===== src/sv/ztt_pkg.sv =====
// Shared types and command codes for the Zobrist transposition table.
`default_nettype none

package ztt_pkg;

    localparam logic [2:0] CMD_LOAD   = 3'd0;
    localparam logic [2:0] CMD_CLEAR  = 3'd1;
    localparam logic [2:0] CMD_TOGGLE = 3'd2;
    localparam logic [2:0] CMD_STORE  = 3'd3;
    localparam logic [2:0] CMD_PROBE  = 3'd4;

    localparam logic [1:0] KIND_EXACT = 2'd0;
    localparam logic [1:0] KIND_LOWER = 2'd1;
    localparam logic [1:0] KIND_UPPER = 2'd2;

    typedef enum logic [2:0] {
        OP_NONE,
        OP_LOAD,
        OP_CLEAR,
        OP_TOGGLE,
        OP_STORE,
        OP_PROBE
    } op_t;

    typedef enum logic [1:0] {
        BK_CLEAR,
        BK_IDLE,
        BK_EXEC
    } back_state_t;

    typedef struct packed {
        op_t         op;
        logic        sq_ok;
        logic [31:0] key_low;
        logic [63:0] key_high;
        logic        table_select;
        logic [1:0]  entry_kind;
        logic [15:0] score_in;
        logic [7:0]  search_depth;
        logic [15:0] alpha;
        logic [15:0] beta;
    } item_t;

    typedef struct packed {
        logic        valid;
        logic [1:0]  kind;
        logic [15:0] score;
        logic [7:0]  depth;
    } meta_t;

    typedef struct packed {
        logic [63:0] checksum;
        meta_t       meta;
    } entry_t;

    typedef struct packed {
        logic [31:0] short_key;
        logic [63:0] long_key;
    } key_pair_t;

endpackage

`default_nettype wire


===== src/sv/ztt_if.sv =====
// Request and response channel interfaces of the transposition table.
`default_nettype none

interface ztt_req_if;
    logic               valid;
    logic               ready;
    logic [2:0]         cmd;
    logic               stone_type;
    logic [3:0]         row;
    logic [3:0]         col;
    logic [31:0]        key_low;
    logic [63:0]        key_high;
    logic               table_select;
    logic [1:0]         entry_kind;
    logic signed [15:0] score_in;
    logic [7:0]         search_depth;
    logic signed [15:0] alpha;
    logic signed [15:0] beta;

    modport source (
        output valid, cmd, stone_type, row, col, key_low, key_high, table_select,
               entry_kind, score_in, search_depth, alpha, beta,
        input  ready
    );
    modport sink (
        input  valid, cmd, stone_type, row, col, key_low, key_high, table_select,
               entry_kind, score_in, search_depth, alpha, beta,
        output ready
    );
endinterface


`default_nettype wire


===== src/sv/ztt_front.sv =====
// Front end: accept request beats, decode and range-check them, queue them.
`default_nettype none

module ztt_front #(
    parameter int BOARD_SIZE  = 15,
    parameter int STONE_KINDS = 2,
    parameter int KEY_AW      = 9
) (
    input  logic                 clk,
    input  logic                 rst_n,
    ztt_req_if.sink              req,
    input  logic                 clearing,
    input  logic                 pop,
    output logic                 head_valid,
    output ztt_pkg::item_t       head_item,
    output logic [KEY_AW-1:0]    head_sq
);

    localparam int QUEUE_DEPTH = 2;
    localparam int PW = $clog2(QUEUE_DEPTH);
    localparam int CW = $clog2(QUEUE_DEPTH + 1);

    ztt_pkg::item_t    item_reg [QUEUE_DEPTH];
    logic [KEY_AW-1:0] sq_reg [QUEUE_DEPTH];
    logic [PW-1:0]     wptr_reg, wptr_next;
    logic [PW-1:0]     rptr_reg, rptr_next;
    logic [CW-1:0]     count_reg, count_next;

    ztt_pkg::item_t    dec_item;
    logic [KEY_AW-1:0] dec_sq;
    ztt_pkg::op_t      dec_op;
    logic              push;

    always_comb
    begin
        unique case (req.cmd)
            ztt_pkg::CMD_LOAD:   dec_op = ztt_pkg::OP_LOAD;
            ztt_pkg::CMD_CLEAR:  dec_op = ztt_pkg::OP_CLEAR;
            ztt_pkg::CMD_TOGGLE: dec_op = ztt_pkg::OP_TOGGLE;
            ztt_pkg::CMD_STORE:  dec_op = ztt_pkg::OP_STORE;
            ztt_pkg::CMD_PROBE:  dec_op = ztt_pkg::OP_PROBE;
            default:             dec_op = ztt_pkg::OP_NONE;
        endcase
    end

    always_comb
    begin
        dec_item.op           = dec_op;
        dec_item.sq_ok        = (32'(req.stone_type) < STONE_KINDS)
                             && (32'(req.row) < BOARD_SIZE)
                             && (32'(req.col) < BOARD_SIZE);
        dec_item.key_low      = req.key_low;
        dec_item.key_high     = req.key_high;
        dec_item.table_select = req.table_select;
        dec_item.entry_kind   = req.entry_kind;
        dec_item.score_in     = req.score_in;
        dec_item.search_depth = req.search_depth;
        dec_item.alpha        = req.alpha;
        dec_item.beta         = req.beta;
        dec_sq = KEY_AW'((32'(req.stone_type) * BOARD_SIZE + 32'(req.row)) * BOARD_SIZE
                         + 32'(req.col));
    end

    assign req.ready = !clearing && (count_reg != CW'(QUEUE_DEPTH));
    assign push      = req.valid && req.ready;

    always_comb
    begin
        wptr_next  = push ? wptr_reg + 1'b1 : wptr_reg;
        rptr_next  = pop ? rptr_reg + 1'b1 : rptr_reg;
        count_next = count_reg + CW'(push) - CW'(pop);
    end

    always_ff @(posedge clk or negedge rst_n)
    begin
        if (!rst_n)
        begin
            wptr_reg  <= '0;
            rptr_reg  <= '0;
            count_reg <= '0;
        end
        else
        begin
            wptr_reg  <= wptr_next;
            rptr_reg  <= rptr_next;
            count_reg <= count_next;
        end
    end

    always_ff @(posedge clk)
    begin
        if (push)
        begin
            item_reg[wptr_reg] <= dec_item;
            sq_reg[wptr_reg]   <= dec_sq;
        end
    end

    assign head_valid = (count_reg != '0);
    assign head_item  = item_reg[rptr_reg];
    assign head_sq    = sq_reg[rptr_reg];

endmodule

`default_nettype wire


===== src/flat_wrapper.sv =====
// flat-port wrapper written by rule: the top's interface ports become plain ports
module ztt_front_flat 
#(
    parameter int BOARD_SIZE  = 15,
    parameter int STONE_KINDS = 2,
    parameter int KEY_AW      = 9
)
  (clk, rst_n, clearing, pop, head_valid, head_item, head_sq, req_valid, req_cmd, req_stone_type, req_row, req_col, req_key_low, req_key_high, req_table_select, req_entry_kind, req_score_in, req_search_depth, req_alpha, req_beta, req_ready);
  ztt_req_if req_i ();
  input  logic clk;
  input  logic rst_n;
  input  logic clearing;
  input  logic pop;
  output logic head_valid;
  output ztt_pkg::item_t head_item;
  output logic [KEY_AW-1:0] head_sq;
  input wire logic [$bits(req_i.valid)-1:0] req_valid;
  input wire logic [$bits(req_i.cmd)-1:0] req_cmd;
  input wire logic [$bits(req_i.stone_type)-1:0] req_stone_type;
  input wire logic [$bits(req_i.row)-1:0] req_row;
  input wire logic [$bits(req_i.col)-1:0] req_col;
  input wire logic [$bits(req_i.key_low)-1:0] req_key_low;
  input wire logic [$bits(req_i.key_high)-1:0] req_key_high;
  input wire logic [$bits(req_i.table_select)-1:0] req_table_select;
  input wire logic [$bits(req_i.entry_kind)-1:0] req_entry_kind;
  input wire logic [$bits(req_i.score_in)-1:0] req_score_in;
  input wire logic [$bits(req_i.search_depth)-1:0] req_search_depth;
  input wire logic [$bits(req_i.alpha)-1:0] req_alpha;
  input wire logic [$bits(req_i.beta)-1:0] req_beta;
  output wire logic [$bits(req_i.ready)-1:0] req_ready;
  assign req_i.valid = req_valid;
  assign req_i.cmd = req_cmd;
  assign req_i.stone_type = req_stone_type;
  assign req_i.row = req_row;
  assign req_i.col = req_col;
  assign req_i.key_low = req_key_low;
  assign req_i.key_high = req_key_high;
  assign req_i.table_select = req_table_select;
  assign req_i.entry_kind = req_entry_kind;
  assign req_i.score_in = req_score_in;
  assign req_i.search_depth = req_search_depth;
  assign req_i.alpha = req_alpha;
  assign req_i.beta = req_beta;
  assign req_ready = req_i.ready;
  ztt_front #(.BOARD_SIZE(BOARD_SIZE), .STONE_KINDS(STONE_KINDS), .KEY_AW(KEY_AW)) u_core (.clk(clk), .rst_n(rst_n), .req(req_i), .clearing(clearing), .pop(pop), .head_valid(head_valid), .head_item(head_item), .head_sq(head_sq));
endmodule

===== config.mk =====
export PLATFORM = sky130hd
export DESIGN_NAME = ztt_front_flat
export DESIGN_NICKNAME = d
export VERILOG_FILES = /design/src/sv/ztt_pkg.sv /design/src/sv/ztt_if.sv /design/src/sv/ztt_front.sv /design/src/flat_wrapper.sv
export SDC_FILE = /design/constraint.sdc
export NUM_CORES = 1
export LEC_CHECK = 0
export ABC_AREA = 1
export BUFFER_PORTS_ARGS = -buffer_cell sky130_fd_sc_hd__buf_2
export CORE_ASPECT_RATIO = 0.9
export CORE_UTILIZATION = 55
export DETAILED_ROUTE_END_ITERATION = 6
export PLACE_DENSITY = 0.82
export RECOVER_POWER = 100
export SLEW_MARGIN = 20
export SYNTH_ARGS = -nofsm -noshare
export SYNTH_HDL_FRONTEND = slang
export SYNTH_SLANG_ARGS = --single-unit

===== constraint.sdc =====
create_clock -name clk -period 23.8 [get_ports clk]
set_input_delay 1.19 -clock clk [delete_from_list [all_inputs] [get_ports clk]]
set_output_delay 1.19 -clock clk [all_outputs]
set_load 0.01 [all_outputs]

---- Word level (Yosys, flattened, before mapping) ----
Memories as Yosys holds them, arrays and structs flattened.
Index checks and enable logic that the tools add are counted.
storage, ports and cells
  bits in registers ....................... 4
  latch bits .............................. 0
  memory bits (writable) .................. 336
  ROM bits ................................ 0
  word-level logic and storage cells ...... 29
  memories kept ........................... 2
memory list
  name             depth  bits a word  rd ports  clocked after memory_dff  wr ports  line             source
  u_core.item_reg  2      159          1         0                         1         ztt_front.sv:23  ztt_pkg::item_t item_reg [QUEUE_DEPTH];
  u_core.sq_reg    2      9            1         0                         1         ztt_front.sv:24  logic [KEY_AW-1:0] sq_reg [QUEUE_DEPTH];
cells by class
  $add $sub $neg .......................... 6
  multiply operators ...................... 2
  div/mod/pow operators ................... 0
  order comparisons ....................... 2
  equal/unequal tests ..................... 5
  shift operators ......................... 0
  muxes and demuxes ....................... 3
  bitwise operators ....................... 0
  reduce and logical (&&, ||, !) cells .... 6
operator list
  operator                                                               number
  32-bit by 4-bit multiplier with 9-bit output, second input constant    1
  3-bit one-hot mux with 5 select lines                                  1
  9-bit by 4-bit adder with 9-bit output                                 1
  4-bit less-than comparator, second input constant                      2
  5-bit by 4-bit adder with 6-bit output                                 1
  3-bit by 2-bit equality test with 1-bit output, second input constant  2
  1-bit by 4-bit multiplier with 5-bit output, second input constant     1
  3-bit by 1-bit equality test with 1-bit output, second input constant  1
  3-bit equality test, second input constant                             1
  1-bit logical AND                                                      3
  3-bit logical NOT                                                      1
  1-bit adder, second input constant                                     2
  2-bit by 1-bit adder with 2-bit output                                 1
  1-bit two-way mux                                                      2
  2-bit inequality test, second input constant                           1
  2-bit nonzero test                                                     1
  2-bit by 1-bit subtractor with 2-bit output                            1
  1-bit logical NOT                                                      1

---- Logic depth before layout (Yosys ltp) ----
Gate-level depths: netlist of run 1.
  word-level depth ........................ 5
  depth in mapped cells ................... 19
  gate-level depth less buffers ........... 19

---- Worst setup path after synthesis of run 1 ----
No wires, ideal clock.
  kind .................................... in2reg
  start ................................... input port clearing
  end ..................................... memory u_core.item_reg[0][0] (netlist bit) (enable)
  arrival time ............................ 8.596 ns
  setup slack ............................. 14.505 ns
  stages on the path ...................... 3
  path buffers ............................ 0
  cells stage by stage .................... a21oi_1 nand2_1 nor2_1
on the way
  longest elaborated chain between the ends .. 5
RTL lines
  element                                  line                source
  start, declared                          flat_wrapper.sv:12  input logic clearing;
  1-bit logical NOT                        ztt_front.sv:64     assign req.ready = !clearing && (count_reg != CW'(QUEUE_DEPTH));
  1-bit logical AND                        ztt_front.sv:64
  1-bit logical AND                        ztt_front.sv:65     assign push = req.valid && req.ready;
  1-bit two-way mux                        ztt_front.sv:92     if (push)
  1-bit two-way mux (not written as such)  ztt_front.sv:94     item_reg[wptr_reg] <= dec_item;
  end, declared                            ztt_front.sv:23
Every way passes these cells.

==> results.txt, run 1 <==
Setup WS post-layout = 14.10 ns
Syn nets = 879
Post-DR vias/cell = 5.17
Max clock buf depth = 3
Routability cong. = 0.827
CP cell instances = clkbuf_1, clkbuf_1, clkbuf_1, mux2_1, buf_2
Final Cycle Share = 40.8%
DIE WIDTH = 168 um
CP required = 22.61 ns
Detailed-route wire length per cell = 19.4 um
GRT Max-Usage Layer = met2
CTS tree = done
Power Dens Cells = 114 nW/um2
Vias = 7105
Largest net degree at the start of global routing = 81
Status = finished with violations
Hold/Removal Path Class = in2async
Clock power frac = 27.7%
Failing checks = max-capacitance violations, max-slew violations
Die Y = 151 um
Slew Viols, Final = 496
# DRC = 0
DRT iter0 DRCs = 307
Num CTS Buffers = 35
Yosys reg bits = 340
Pre-antenna DRT Iters = 4
Buffers on Ports = 341
Die footprint = 25400 um2
FP Rows = 54
Max FO, Critical Path = 64
RSZ-0062 raised after global routing = no
Min Clock Period, post-route = 9.70 ns
Setup TNS = 0 ns
Max-slew headroom = -194%
Core Region = 24300 um2
Layout Skew = 0.0169 ns
Layout cell share with drive strength beyond 1 = 30.5%
Startpoint types = flop
Initial Utilization = 56.1%
Hold_buf cts = 0
Mapped Area = 13600 um2
Clock Latency Late Sink = 0.51 ns
NetSw = 0.000542 W
HPWL Detailed = 17700 um
Pint = 0.00130 W
Cts repair resizes = 0
Critical path class = reg2out
Vias in the first global route = 7193
WP data arrival = 8.51 ns
ANT nets after route = 0
IO Count = 342
Slowest-stage cell, CP = clkbuf_1
CTS clk-pin slew, worst paths = 0.06 ns
Nets = 1245
Total global routing overflow = 0
Max reg flops = 318
Area Overhead vs Synth = 18.3%
Slew of the pin with the lowest slew margin = 4.41 ns
Leak Pwr = 5.95 nW
R2r setup slk = 17.73 ns
Max frequency = 0.103 GHz
Most frequent cell on the critical path = clkbuf_1
Post-CTS setup buffers = 0
WL final = 26600 um
Largest stage delay on the critical path = 2.66 ns
# setup viols final = 0
Ys Warns = 0
Gr usage total = 20.0%
Met3 usage = 5.88%
Worst Setup End Kind = output pin
M2 GR Usage = 35.0%
Met1 Usage GRT = 23.2%
Max cap viols = 9
H-tree depth = 2
Reg power frac = 43.3%
Initial antenna violation count = 6
Seq/Total Area, Yosys = 74.7%
Max IR drop VDD = 0.0869 mV
Sw Share = 29.5%
First-pass GRT wire length = 38300 um
Root buf cell = clkbuf_16
Mean post-synth cell area = 20.3 um2
Pre-CTS WS = 18.61 ns
Final Hold Fails = 0
Cell variety after synth = 21
Post-Syn Instances = 673
Num Clock Sinks = 340
Logic gate share of total power = 29.0%
power by group through the flow:
stage / clock [W] / combinational, W / sequential, W
floorplan: 0 / 0.000444 / 0.000808
global placement: 0 / 0.000582 / 0.000817
detailed placement: 0 / 0.000592 / 0.000823
CTS: 0.000520 / 0.000595 / 0.000811
global route: 0.000543 / 0.000582 / 0.000804
finish: 0.000510 / 0.000532 / 0.000796
critical path, delay by kind of cell (launching register included):
family | cells | cell delay (ns)
buffers and inverters | 4 | 6.41
DFF | 1 | 1.07
muxes | 1 | 0.42
metal layers:
layer / vias to the layer above / share of wire [%]
met5: - / 0.16
met4: 8 / 2.7
met3: 58 / 7.9
met2: 273 / 50
met1: 3446 / 39
li1: 3320 / -
kinds of logic (layout without fill, tap and decap cells):
logic type | count (synthesis) | count (layout) | share of synthesized area [%]
xor+xnor | 9 | 9 | 0.578
other cells | 0 | 3 | 0
flops | 340 | 340 | 74.7
fa+ha+maj | 34 | 34 | 3.50
buf+inv | 53 | 443 | 2.27
compound gates | 11 | 11 | 0.468
simple gates | 58 | 58 | 1.83
mux | 168 | 168 | 16.6
synthesized netlist by cell type (all sizes together):
master  number  share of area [%]
edfxtp     336                 74
mux2       168                 17
inv         34               0.94
nand2       34               0.94
ha          27                2.5
buf         19                1.3
nand3       11               0.40
fa           7                1.0
nor2         7               0.19
a21oi        6               0.22
xnor2        5               0.32
dfrtp        4               0.73
xor2         4               0.26
or2          3               0.14
nand3b       2               0.11
o21ai        2              0.073
o21bai       2               0.11
a41oi        1              0.064
nor3b        1              0.055
cell type report:
class,count,area [um2]
clock buffers,46,968
well taps,308,385
multi-input cells,280,2780
inverters,34,128
repair buffers,348,1570
fillers,1799,8190
flip-flops and latches,340,10200
clock inverters,15,108
diodes,3,7.51
per-stage QoR:
| stage | cell area [um2] | hold WS [ns] | power, W | cells | util [%] |
|---|---|---|---|---|---|
| 2_1_floorplan | 13600 | 0.532 | 0.00125 | 673 | - |
| 3_3_place_gp | 15600 | 0.605 | 0.00140 | 1309 | 64.2 |
| 3_5_place_dp | 15600 | 0.615 | 0.00141 | 1309 | 64.2 |
| 4_1_cts | 16700 | 0.478 | 0.00193 | 1370 | 68.6 |
| 5_1_grt | 16100 | 0.532 | 0.00193 | 1373 | 66.3 |
| 6_report | 16100 | 0.531 | 0.00184 | 1374 | 66.3 |
worst paths after layout:
path | from | end | depth (start not counted)
max | u_core.rptr_reg$_DFFE_PN0P_ | head_item[66] | 5
min | rst_n | u_core.wptr_reg$_DFFE_PN0P_ | 1
max reg2reg | u_core.count_reg[1]$_DFF_PN0_ | u_core.item_reg[1][114]$_DFFE_PP_ | 4
min reg2reg | u_core.wptr_reg$_DFFE_PN0P_ | u_core.wptr_reg$_DFFE_PN0P_ | 2
max in group asynchronous | rst_n | u_core.rptr_reg$_DFFE_PN0P_ | 1
min in group clk | u_core.wptr_reg$_DFFE_PN0P_ | u_core.wptr_reg$_DFFE_PN0P_ | 2
layout by cell type (no fill, tap or decap), drive strengths merged, types with 5 or more instances in the layout:
master,instances
clkbuf,185
buf,209
clkinv,12
nand3,11
nand2,34
ha,27
a21oi,6
inv,35
edfxtp,336
nor2,7
xnor2,5
mux2,168
fa,7
Note: power is estimated with default switching activity, not from simulation.
==> run 2: changes to the inputs <==
--- a/config.mk
+++ b/config.mk
@@ -8,9 +8,9 @@
 export ABC_AREA = 1
 export BUFFER_PORTS_ARGS = -buffer_cell sky130_fd_sc_hd__buf_2
 export CORE_ASPECT_RATIO = 0.9
-export CORE_UTILIZATION = 55
+export CORE_UTILIZATION = 53
 export DETAILED_ROUTE_END_ITERATION = 6
-export PLACE_DENSITY = 0.82
+export PLACE_DENSITY = 0.8
 export RECOVER_POWER = 100
 export SLEW_MARGIN = 20
 export SYNTH_ARGS = -nofsm -noshare
==> constraint.sdc (replaced) <==
create_clock -name clk -period 9.47 [get_ports clk]
set_input_delay 0.4735 -clock clk [delete_from_list [all_inputs] [get_ports clk]]
set_output_delay 0.4735 -clock clk [all_outputs]
set_load 0.01 [all_outputs]
==> results.txt, run 2 (synthesis gave the netlist of run 1 again) <==
Max-slew headroom = -193%
Layout cell share with drive strength beyond 1 = 29.7%
Commonest non-fill, non-tap cell in the layout = edfxtp_1
First-pass GRT wire length = 39100 um
Clock power frac = 27.7%
Gr usage total = 19.8%
Power Dens Cells = 285 nW/um2
Max reg flops = 318
DIE WIDTH = 171 um
Worst r2r dst = u_core.item_reg[1][124]$_DFFE_PP_
CP cell instances = a21oi_1, nand2_1, nor2_1, clkbuf_1
WL final = 27100 um
H-tree depth = 2
Critical path class = reg2reg
Max clock buf depth = 3
Root buf cell = clkbuf_16
Pint = 0.00323 W
Hold/Removal Path Class = in2reg
Pre-antenna DRT Iters = 4
NetSw = 0.00137 W
Num CTS Buffers = 35
Sw Share = 29.8%
Initial Utilization = 54.2%
ANT nets after route = 0
Core Region = 25200 um2
Setup TNS = 0 ns
Min Clock Period, post-route = 5.81 ns
Total global routing overflow = 0
Reg power frac = 43.9%
Vias = 7118
DRT iter0 DRCs = 416
CTS tree = done
Largest stage delay on the critical path = 3.15 ns
Slowest-stage cell, CP = clkbuf_1
Status = finished with violations
Final Cycle Share = 61.4%
Max IR drop VDD = 0.194 mV
Post-Layout Inst Area = 16200 um2
Final Hold Fails = 0
Initial antenna violation count = 2
Num Clock Sinks = 340
Layout Skew = 0.0169 ns
Max FO, Critical Path = 79
Die Y = 154 um
Max frequency = 0.172 GHz
Detailed-route wire length per cell = 19.3 um
CTS clk-pin slew, worst paths = 0.06 ns
RSZ-0062 raised after global routing = no
Slew of the pin with the lowest slew margin = 4.40 ns
Area Overhead vs Synth = 18.5%
Critical Path Start = u_core.count_reg[1]$_DFF_PN0_
IO Count = 342
Post-DR vias/cell = 5.05
WP data arrival = 5.81 ns
R2r setup slk = 3.66 ns
Leak Pwr = 5.92 nW
Slew Viols, Final = 392
Buffers on Ports = 341
CP required = 9.47 ns
Nets = 1245
Most frequent cells in the layout = 336 x edfxtp_1, 201 x buf_2, 150 x clkbuf_1
Failing checks = max-capacitance violations, max-slew violations
Worst Setup End Kind = flop
FF-to-FF Start = u_core.count_reg[1]$_DFF_PN0_
DP Area = 15700 um2
HPWL Detailed = 18200 um
Setup WS post-layout = 3.66 ns
# DRC = 0
Logic gate share of total power = 28.4%
Vias in the first global route = 7232
Pre-CTS WS = 4.89 ns
Worst reg2reg path depth = 4
Clock Latency Late Sink = 0.51 ns
Max cap viols = 7
Largest net degree at the start of global routing = 80
CP Capture Point = u_core.item_reg[1][124]$_DFFE_PP_
Die footprint = 26400 um2
Routability cong. = 0.815
# setup viols final = 0
Startpoint types = flop
FP Rows = 55
==> run 2: changes by cell type in the layout (fill, tap and decap cells not counted), sizes merged <==
| cell | change |
|---|---|
| clkbuf | +3 |
| buf | -5 |
| clkinv | +1 |
| dlygate4sd3 | +1 |
| clkinvlp | +1 |
==> run 2: worst min path at each step <==
stage                            from                               end  slack [ns]  cells past startpoint
floorplan                       rst_n     u_core.count_reg[0]$_DFF_PN0_        0.18                      0
global placement                rst_n     u_core.count_reg[0]$_DFF_PN0_        0.28                      1
detailed placement              rst_n     u_core.count_reg[0]$_DFF_PN0_        0.29                      1
CTS                 req_entry_kind[1]  u_core.item_reg[1][57]$_DFFE_PP_        0.13                      1
global route          req_score_in[8]  u_core.item_reg[1][48]$_DFFE_PP_        0.13                      1
finish                req_score_in[8]  u_core.item_reg[0][48]$_DFFE_PP_        0.15                      1
==> run 2: worst max-delay path, delay by kind of cell (launching register included) <==
family | cells | cell delay, ns
DFF | 1 | 0.41
and+or+nand+nor | 2 | 1.45
buffers and inverters | 1 | 3.15
AOI/OAI and AO/OA | 1 | 0.21
==> run 2: cell type report <==
cell class | instances | area [um2]
Tap cell | 342 | 428
Sequential cell | 340 | 10200
Multi-Input combinational cell | 280 | 2770
Clock inverter | 17 | 120
Clock buffer | 45 | 955
Timing Repair Buffer | 348 | 1570
Antenna cell | 3 | 7.51
Inverter | 34 | 128
Fill cell | 1939 | 9020
==> run 2: metrics by stage <==
stage | hold slack [ns] | util [%] | total power, W | std cells
finish | 0.151 | 64.2 | 0.00460 | 1409
global route | 0.129 | 64.2 | 0.00483 | 1408
CTS | 0.128 | 66.5 | 0.00485 | 1406
detailed placement | 0.286 | 62.2 | 0.00356 | 1343
global placement | 0.283 | 62.2 | 0.00352 | 1343
floorplan | 0.178 | - | 0.00315 | 673
==> run 2: what timing repair did <==
item	CTS	global route
hold endpoints to repair	4	0
hold buffers	1	0
setup buffers	0	0
gates resized for setup	0	0
endpoints found under the setup margin	0	0
==> run 2: per-layer routing <==
layer	up-vias	wire [um]	GRT usage, %
met3	50	1960	5.19
met2	279	13900	34.9
li1	3313	-	-
met4	0	719	7.57
met5	-	0	0
met1	3476	10600	23.0
==> run 2: power groups by stage <==
stage / combinational, W / clock [W] / sequential, W
2_1_floorplan: 0.00112 / 0 / 0.00203
3_3_place_gp: 0.00150 / 0 / 0.00202
3_5_place_dp: 0.00152 / 0 / 0.00204
4_1_cts: 0.00154 / 0.00130 / 0.00201
5_1_grt: 0.00143 / 0.00136 / 0.00204
6_report: 0.00131 / 0.00127 / 0.00202
